[src/rtl/mte_pkg.sv]
// ----------------------------------------------------------------------------
// mte_pkg
// Shared types and constants of the multi-timer expiry engine.
// ----------------------------------------------------------------------------
package mte_pkg;

	localparam int ACTIVE_SLOTS = 8;
	localparam int TIMER_COUNT  = 16;
	localparam int TID_W        = 4;
	localparam int SLOT_W       = (ACTIVE_SLOTS > 1) ? $clog2(ACTIVE_SLOTS) : 1;
	localparam int CNT_W        = $clog2(ACTIVE_SLOTS + 1);
	localparam int IN_DATA_W    = 72;
	localparam int OUT_DATA_W   = 40;

	typedef enum logic [1:0] {
		ACT_START  = 2'd0,
		ACT_CANCEL = 2'd1,
		ACT_SCAN   = 2'd2,
		ACT_ACK    = 2'd3
	} action_t;

	typedef enum logic [2:0] {
		ST_IDLE,
		ST_SCAN,
		ST_SCAN_END,
		ST_SETUP,
		ST_SUMMARY
	} state_t;

	typedef struct packed {
		logic        fire;
		logic [31:0] rem;
	} calc_res_t;

endpackage

[src/rtl/multi_timer_expiry_engine_core.sv]
// ----------------------------------------------------------------------------
// multi_timer_expiry_engine_core
// Ordered active timer list with expiry scan, start, cancel and acknowledge.
// ----------------------------------------------------------------------------
// Requests enter on s_axis (tuser = action). Each request yields zero or more
// fire results (m_axis_tuser = 0) followed by one summary (tuser = 1, tlast).
// Scan and cancel walk the active list one slot per cycle, unless the
// receiver stalls a fire result. Start walks it twice, with a setup step
// between the walks; acknowledge goes straight to its summary. The single
// expiry/remaining-time unit is visited once per list slot. s_axis_tready
// is high only while no request is in work.
// Results leave through one output register; while the receiver stalls,
// the walk waits at the next fire or summary. cfg_we/cfg_wdata set the
// idle timeout, the next-timeout reported with no active timer.
// Reset empties the list, clears all flags and counts and sets the idle
// timeout and stored deadline to all ones.
// ----------------------------------------------------------------------------
module multi_timer_expiry_engine_core (
	input  logic                            clk,
	input  logic                            arst_n,
	input  logic                            cfg_we,
	input  logic [31:0]                     cfg_wdata,
	input  logic                            s_axis_tvalid,
	output logic                            s_axis_tready,
	// timer_id[3:0], timeout_ticks[35:4], repeat_mode[36], now_time[68:37]
	input  logic [mte_pkg::IN_DATA_W-1:0]   s_axis_tdata,
	// action[1:0]
	input  logic [1:0]                      s_axis_tuser,
	output logic                            m_axis_tvalid,
	input  logic                            m_axis_tready,
	// fired_id[3:0], next_timeout[35:4], event_valid[36], list_overflow[37]
	output logic [mte_pkg::OUT_DATA_W-1:0]  m_axis_tdata,
	// kind[0]
	output logic                            m_axis_tuser,
	output logic                            m_axis_tlast
);
	import mte_pkg::*;

	state_t            state_q, state_d;
	logic [31:0]       idle_timeout_q;
	logic [31:0]       next_deadline_q;
	logic [CNT_W-1:0]  cnt_q, rd_q, wp_q;
	logic [TID_W-1:0]  list_q [ACTIVE_SLOTS];
	logic [31:0]       start_q [TIMER_COUNT];
	logic [31:0]       tl_q [TIMER_COUNT];
	logic              repeat_q [TIMER_COUNT];
	logic              cancel_q [TIMER_COUNT];
	logic [7:0]        fired_q [TIMER_COUNT];
	logic [7:0]        ignore_q [TIMER_COUNT];

	action_t           act_q;
	logic [TID_W-1:0]  tid_q;
	logic [31:0]       ticks_q, now_q, best_q;
	logic              rep_q, pass_q, found_q, ovf_q, valid_q;

	logic              out_valid_q;
	logic [OUT_DATA_W-1:0] out_data_q;
	logic              out_kind_q;

	logic              s_acc, can_emit, scan_more, cancelled, need_emit, keep;
	logic              scan_step, emit_sum;
	logic [TID_W-1:0]  entry_id, calc_id, in_tid;
	calc_res_t         calc;
	action_t           in_act;

	assign in_act   = action_t'(s_axis_tuser);
	assign in_tid   = s_axis_tdata[3:0];
	assign s_acc    = s_axis_tvalid && s_axis_tready;
	assign can_emit = !out_valid_q || m_axis_tready;
	assign entry_id = list_q[rd_q[SLOT_W-1:0]];
	assign calc_id  = (state_q == ST_SCAN) ? entry_id : tid_q;
	assign scan_more = (rd_q < cnt_q);
	assign cancelled = cancel_q[entry_id];
	assign need_emit = !cancelled && calc.fire;
	assign keep      = !cancelled && (!calc.fire || repeat_q[entry_id]);

	mte_timer_calc u_calc (
		.now_time       (now_q),
		.start_time     (start_q[calc_id]),
		.timeout_length (tl_q[calc_id]),
		.res            (calc)
	);

	always_ff @(posedge clk or negedge arst_n) begin
		if (!arst_n) begin
			state_q <= ST_IDLE;
		end else begin
			state_q <= state_d;
		end
	end

	always_comb begin
		state_d       = state_q;
		s_axis_tready = 1'b0;
		scan_step     = 1'b0;
		emit_sum      = 1'b0;
		case (state_q)
			ST_IDLE: begin
				s_axis_tready = 1'b1;
				if (s_acc) begin
					state_d = (in_act == ACT_ACK) ? ST_SUMMARY : ST_SCAN;
				end
			end
			ST_SCAN: begin
				if (!scan_more) begin
					state_d = ST_SCAN_END;
				end else if (!need_emit || can_emit) begin
					scan_step = 1'b1;
				end
			end
			ST_SCAN_END: begin
				state_d = (act_q == ACT_START && !pass_q) ? ST_SETUP : ST_SUMMARY;
			end
			ST_SETUP: state_d = ST_SCAN;
			ST_SUMMARY: begin
				if (can_emit) begin
					emit_sum = 1'b1;
					state_d  = ST_IDLE;
				end
			end
			default: state_d = ST_IDLE;
		endcase
	end

	// control and flag state
	always_ff @(posedge clk or negedge arst_n) begin
		if (!arst_n) begin
			idle_timeout_q  <= '1;
			next_deadline_q <= '1;
			cnt_q           <= '0;
			rd_q            <= '0;
			wp_q            <= '0;
			pass_q          <= 1'b0;
			found_q         <= 1'b0;
			ovf_q           <= 1'b0;
			valid_q         <= 1'b0;
			out_valid_q     <= 1'b0;
			for (int i = 0; i < TIMER_COUNT; i++) begin
				repeat_q[i] <= 1'b0;
				cancel_q[i] <= 1'b0;
				fired_q[i]  <= '0;
				ignore_q[i] <= '0;
			end
		end else begin
			if (cfg_we) begin
				idle_timeout_q <= cfg_wdata;
			end
			if (s_acc) begin
				rd_q    <= '0;
				wp_q    <= '0;
				pass_q  <= 1'b0;
				found_q <= 1'b0;
				ovf_q   <= 1'b0;
				valid_q <= (in_act == ACT_ACK) && (ignore_q[in_tid] == 8'd0) &&
				           !cancel_q[in_tid];
				if (in_act == ACT_START || in_act == ACT_CANCEL) begin
					cancel_q[in_tid] <= 1'b1;
				end
				if (in_act == ACT_ACK) begin
					if (fired_q[in_tid] != 8'd0) begin
						fired_q[in_tid] <= fired_q[in_tid] - 8'd1;
					end
					if (ignore_q[in_tid] != 8'd0) begin
						ignore_q[in_tid] <= ignore_q[in_tid] - 8'd1;
					end
				end
			end
			if (scan_step) begin
				rd_q <= rd_q + 1'b1;
				if (pass_q && entry_id == tid_q) begin
					found_q <= 1'b1;
				end
				if (keep) begin
					wp_q <= wp_q + 1'b1;
				end
				if (need_emit) begin
					fired_q[entry_id] <= fired_q[entry_id] + 8'd1;
				end
			end
			if (state_q == ST_SCAN_END) begin
				if (pass_q && !found_q) begin
					if (wp_q >= CNT_W'(ACTIVE_SLOTS)) begin
						ovf_q <= 1'b1;
						cnt_q <= wp_q;
					end else begin
						cnt_q <= wp_q + 1'b1;
					end
					next_deadline_q <= (ticks_q < best_q && wp_q < CNT_W'(ACTIVE_SLOTS))
						? ticks_q : best_q;
				end else begin
					cnt_q           <= wp_q;
					next_deadline_q <= best_q;
				end
			end
			if (state_q == ST_SETUP) begin
				ignore_q[tid_q] <= fired_q[tid_q];
				repeat_q[tid_q] <= rep_q;
				cancel_q[tid_q] <= 1'b0;
				pass_q          <= 1'b1;
				rd_q            <= '0;
				wp_q            <= '0;
			end
			if ((scan_step && need_emit) || emit_sum) begin
				out_valid_q <= 1'b1;
			end else if (m_axis_tready) begin
				out_valid_q <= 1'b0;
			end
		end
	end

	// payload
	always_ff @(posedge clk) begin
		if (s_acc) begin
			act_q   <= in_act;
			tid_q   <= in_tid;
			ticks_q <= s_axis_tdata[35:4];
			rep_q   <= s_axis_tdata[36];
			now_q   <= s_axis_tdata[68:37];
			best_q  <= idle_timeout_q;
		end
		if (state_q == ST_SETUP) begin
			best_q         <= idle_timeout_q;
			start_q[tid_q] <= now_q;
			tl_q[tid_q]    <= ticks_q;
		end
		if (scan_step) begin
			if (keep) begin
				list_q[wp_q[SLOT_W-1:0]] <= entry_id;
				if (calc.rem < best_q) begin
					best_q <= calc.rem;
				end
			end
			if (need_emit && repeat_q[entry_id]) begin
				start_q[entry_id] <= now_q - 32'd1;
			end
		end
		if (state_q == ST_SCAN_END && pass_q && !found_q &&
		    wp_q < CNT_W'(ACTIVE_SLOTS)) begin
			list_q[wp_q[SLOT_W-1:0]] <= tid_q;
		end
		if (scan_step && need_emit) begin
			out_kind_q <= 1'b0;
			out_data_q <= {2'b00, 1'b0, 1'b0, 32'd0, entry_id};
		end else if (emit_sum) begin
			out_kind_q <= 1'b1;
			out_data_q <= {2'b00, ovf_q, valid_q, next_deadline_q, {TID_W{1'b0}}};
		end
	end

	assign m_axis_tvalid = out_valid_q;
	assign m_axis_tdata  = out_data_q;
	assign m_axis_tuser  = out_kind_q;
	assign m_axis_tlast  = out_kind_q;

endmodule

[src/rtl/mte_timer_calc.sv]
// ----------------------------------------------------------------------------
// mte_timer_calc
// Shared expiry check and remaining-ticks unit for one timer entry.
// ----------------------------------------------------------------------------
module mte_timer_calc (
	input  logic [31:0]       now_time,
	input  logic [31:0]       start_time,
	input  logic [31:0]       timeout_length,
	output mte_pkg::calc_res_t res
);
	import mte_pkg::*;

	logic [31:0] age;
	logic [31:0] sub;

	// a reloaded periodic timer has age 1
	always_comb begin
		age      = now_time - start_time;
		res.fire = (age >= timeout_length);
		sub      = res.fire ? 32'd1 : age;
		if (res.fire && (timeout_length == 32'd0)) begin
			res.rem = 32'd0;
		end else begin
			res.rem = timeout_length - sub;
		end
	end

endmodule

[config.mk]
export PLATFORM = sky130hd
export DESIGN_NAME = multi_timer_expiry_engine_core
export DESIGN_NICKNAME = d
export VERILOG_FILES = /design/src/rtl/mte_pkg.sv /design/src/rtl/multi_timer_expiry_engine_core.sv /design/src/rtl/mte_timer_calc.sv
export SDC_FILE = /design/constraint.sdc
export NUM_CORES = 2
export LEC_CHECK = 0
export ABC_AREA = 1
export BUFFER_PORTS_ARGS = -buffer_cell sky130_fd_sc_hd__buf_2
export CAP_MARGIN = 30
export CELL_PAD_IN_SITES_DETAIL_PLACEMENT = 0
export CELL_PAD_IN_SITES_GLOBAL_PLACEMENT = 1
export CORE_ASPECT_RATIO = 1.4
export CORE_UTILIZATION = 30
export CTS_CLUSTER_DIAMETER = 30
export DETAILED_ROUTE_END_ITERATION = 8
export MAX_ROUTING_LAYER = met4
export PLACE_DENSITY = 0.64
export REMOVE_ABC_BUFFERS = 1
export SLEW_MARGIN = 5
export SYNTH_ARGS = -nofsm -noshare
export SYNTH_HDL_FRONTEND = slang
export SYNTH_HIERARCHICAL = 1
export SYNTH_SLANG_ARGS = --single-unit
[constraint.sdc]
create_clock -name clk -period 19.26 [get_ports clk]
set_input_delay 3.852 -clock clk [delete_from_list [all_inputs] [get_ports clk]]
set_output_delay 3.852 -clock clk [all_outputs]
set_load 0.05 [all_outputs]
==> results.json <==
{
  "final_util_pct": 36.8,
  "via_per_inst": 5.08,
  "ctsHoldBuffers": 0,
  "hold_start": "repeat_q[0]$_DFFE_PN0P_",
  "tritoncts": "done",
  "grtUsageMet1_pct": 23.8,
  "fin_setup_tns_ns": 0,
  "maxSlewHeadroom_pct": 32.2,
  "syn_inst": 8122,
  "worstSetupPathDepth": 53,
  "fp.dieW_um": 432,
  "setup.worst_path.start_class": "flop",
  "worstPathRequired_ns": 20.02,
  "buffer_levels_on_the_longest_clock_path": 4,
  "die_area_um2": 261000,
  "postCtsSetupBuffers": 0,
  "core_region_area_um2": 257000,
  "nFillCells": 25623,
  "postCtsResizedCells": 0,
  "setup_viol_count_final": 0,
  "critical_path.top_delay_family": "compound AO/OA/AOI/OAI gates",
  "grt_setup_unrepaired": "no",
  "asyncSetResetFlopFracSynth_pct": 23.7,
  "clock_slew_at_the_register_clock_pins_of_the_worst_setup_and_hold_paths_ns": 0.04,
  "timing_max_transition_violations_final": 0,
  "first_pass_detailed_route_iteration_total": 7,
  "whs_path_depth": 2,
  "worst_endpoint_data_arrival_time_ns": 13.92,
  "final_nets": 8667,
  "final_period_minus_worst_setup_slack_ns": 13.16,
  "estimated_wirelength_of_the_detail_placed_design_mm": 174,
  "post_synth_instance_area_um2": 77800,
  "track_usage_pct": 21.3,
  "dr_wl_cell_um": 22.8,
  "initial_core_util_pct": 30.2,
  "globalRoute.totalOverflow": 0,
  "yosysSeqAreaShare_pct": 57.5,
  "post_synth_num_cell_types": 67,
  "drc": 0,
  "dr_total_vias": 61487,
  "grt_max_degree": 213,
  "grt_busiest_layer": "met2",
  "port_buffers": 149,
  "tritoncts_buffers": 354,
  "clock_insertion_delay_worst_skew_ns": 0.99,
  "synth_edf_count": 1131,
  "grt_pass1_vias": 60020,
  "worst-path-buf-inv": 9,
  "synth-main-ff-cell": "sky130_fd_sc_hd__edfxtp_1",
  "crit_slowest_cell": "sky130_fd_sc_hd__dfrtp_1",
  "critical_path.endpoint_type": "flop",
  "timing_worst_setup_path_type": "reg2reg",
  "hold_violations": 0,
  "outcome": "finished clean",
  "place_ws_ns": 5.85,
  "achievable-frequency_ghz": 0.0760,
  "max_cap_viol_count": 0,
  "detail_route.iter0.violations": 4925,
  "floorplan.rows": 220,
  "clock_sink_count": 1570,
  "die-height_um": 604,
  "grt_util_met3_pct": 3.25,
  "ys_top_cells_by_area": "sky130_fd_sc_hd__edfxtp_1, sky130_fd_sc_hd__dfrtp_1, sky130_fd_sc_hd__nand2_1, sky130_fd_sc_hd__inv_1, sky130_fd_sc_hd__o211ai_1",
  "cts_max_level": 5,
  "timing.rr.start": "rd_q[0]$_DFFE_PN0P_",
  "number_of_antenna_violations_at_the_first_check_in_global_routing": 18,
  "gr-usage-met2_pct": 37.1,
  "synth-warning-count": 6,
  "syn2layout_area_growth_pct": 21.8,
  "cts_root_buffer": "sky130_fd_sc_hd__clkbuf_16",
  "synthDominantCellAreaShare_pct": 43.7,
  "clock_skew_ns": 0.107,
  "critPathLaunch": "rd_q[0]$_DFFE_PN0P_",
  "gp_congestion": 0.922,
  "grt_pass1_wl_mm": 399,
  "worst_slack_ns": 6.10,
  "final_layout_size_suffix_gt1_share_pct": 13.7,
  "worst_pin_slew_ns": 1.01,
  "min-delay-path-class": "reg2reg",
  "io-pin-count": 155,
  "crit_path_frequent_cell": "sky130_fd_sc_hd__nand2_1",
  "critical_path_peak_fanout": 117,
  "antenna_left": 0,
  "timing.reg2reg.worst_path_depth": 53,
  "postSynthAreaPerCell_um2": 9.57,
  "synth_area_leader_cell": "sky130_fd_sc_hd__edfxtp_1",
  "ys_ff_latch": 1570,
  "cpPeakStageDelay_ns": 0.81,
  "timing.final.crit_share_pct": 68.3,
  "routed_wire_length_mm": 276
}
## routing by layer
metal	vias up	share of wire [%]	routed length, µm
li1	28653	-	-
met1	29977	39	107000
met2	2162	51	140000
met3	695	5.6	15500
met4	0	5.0	13800
met5	-	0	0
## path summary, 6_finish.rpt
check / endpoint / slack, ns
max: best_q[13]$_DFF_P_ / 6.10
min: repeat_q[0]$_DFFE_PN0P_ / 0.48
max reg2reg: best_q[13]$_DFF_P_ / 6.10
min reg2reg: repeat_q[0]$_DFFE_PN0P_ / 0.48
max in group asynchronous: ignore_q[98]$_DFF_PN0_ / 14.46
min in group asynchronous: fired_q[70]$_DFF_PN0_ / 2.94
## synthesized netlist by cell type (50+ instances only)
master / number
sky130_fd_sc_hd__o22ai_1: 129
sky130_fd_sc_hd__nor2_1: 298
sky130_fd_sc_hd__clkbuf_1: 206
sky130_fd_sc_hd__buf_2: 144
sky130_fd_sc_hd__buf_1: 50
sky130_fd_sc_hd__dfxtp_1: 67
sky130_fd_sc_hd__a22oi_1: 70
sky130_fd_sc_hd__a21oi_1: 375
sky130_fd_sc_hd__inv_1: 1069
sky130_fd_sc_hd__dfstp_2: 64
sky130_fd_sc_hd__xor2_1: 50
sky130_fd_sc_hd__dfrtp_1: 308
sky130_fd_sc_hd__ha_1: 175
sky130_fd_sc_hd__o211ai_1: 510
sky130_fd_sc_hd__edfxtp_1: 1131
sky130_fd_sc_hd__o221ai_1: 57
sky130_fd_sc_hd__nand3_1: 431
sky130_fd_sc_hd__nand2_1: 1837
sky130_fd_sc_hd__o21ai_1: 106
sky130_fd_sc_hd__o21ai_0: 600
## stage by stage
stage,hold WS [ns],instances,area [µm²]
after global routing,0.505,12096,94700
after CTS,0.481,12085,94500
after detailed placement,0.470,11454,82600
after global placement,0.467,11436,82400
final,0.479,12099,94700
after floorplan,0.448,7683,75700
## flip-flops by register name, summed over array words and instances (netlist names), 16 cells and up
register	flops
cancel_q	16
idle_timeout_q	32
repeat_q	16
fired_q	128
next_deadline_q	32
best_q	32
m_axis_tdata	38
tl_q	512
ignore_q	128
now_q	32
ticks_q	32
start_q	512
list_q	32
## cell type report
cell class	count	area (µm²)	share of cell area, %
Antenna cell	4	10.0	0.0106
Clock buffer	423	9530	10.1
Clock inverter	208	2340	2.47
Inverter	1105	4170	4.40
Multi-Input combinational cell	5008	27200	28.7
Sequential cell	1570	44700	47.2
Tap cell	3441	4310	4.55
Timing Repair Buffer	340	2420	2.55
## cells by family after synthesis
family,after synthesis,synth area share (%)
flip-flops,1570,57.5
multiplexers,36,0.515
other,1,0.00482
AO/OA/AOI/OAI,1966,15.5
adder cells (fa/ha/maj),177,2.87
XOR/XNOR,93,1.06
buffers and inverters,1545,7.98
AND/OR/NAND/NOR,2734,14.6
## layout by cell type (no fill, tap or decap), types with 148 or more instances in the layout
master / instances
sky130_fd_sc_hd__buf_2: 148
sky130_fd_sc_hd__nand3_1: 431
sky130_fd_sc_hd__ha_1: 175
sky130_fd_sc_hd__a21oi_1: 375
sky130_fd_sc_hd__nor2_1: 273
sky130_fd_sc_hd__inv_1: 1054
sky130_fd_sc_hd__nand2_1: 1833
sky130_fd_sc_hd__o21ai_0: 597
sky130_fd_sc_hd__buf_4: 170
sky130_fd_sc_hd__dfrtp_1: 308
sky130_fd_sc_hd__edfxtp_1: 1131
sky130_fd_sc_hd__o211ai_1: 510
sky130_fd_sc_hd__clkbuf_16: 363
## worst reg2reg max path: cells and delay by family, from the launching register on
family                   cells  cell delay, ns
AND/OR/NAND/NOR             22            3.17
flip-flops                   1            0.81
buffers and inverters        9            3.08
AO/OA/AOI/OAI               17            3.86
XOR/XNOR                     1            0.45
adder cells (fa/ha/maj)      4            1.62
Power is not shown: default switching activity piles up to over one toggle a cycle in this logic, so the estimate is an artifact.
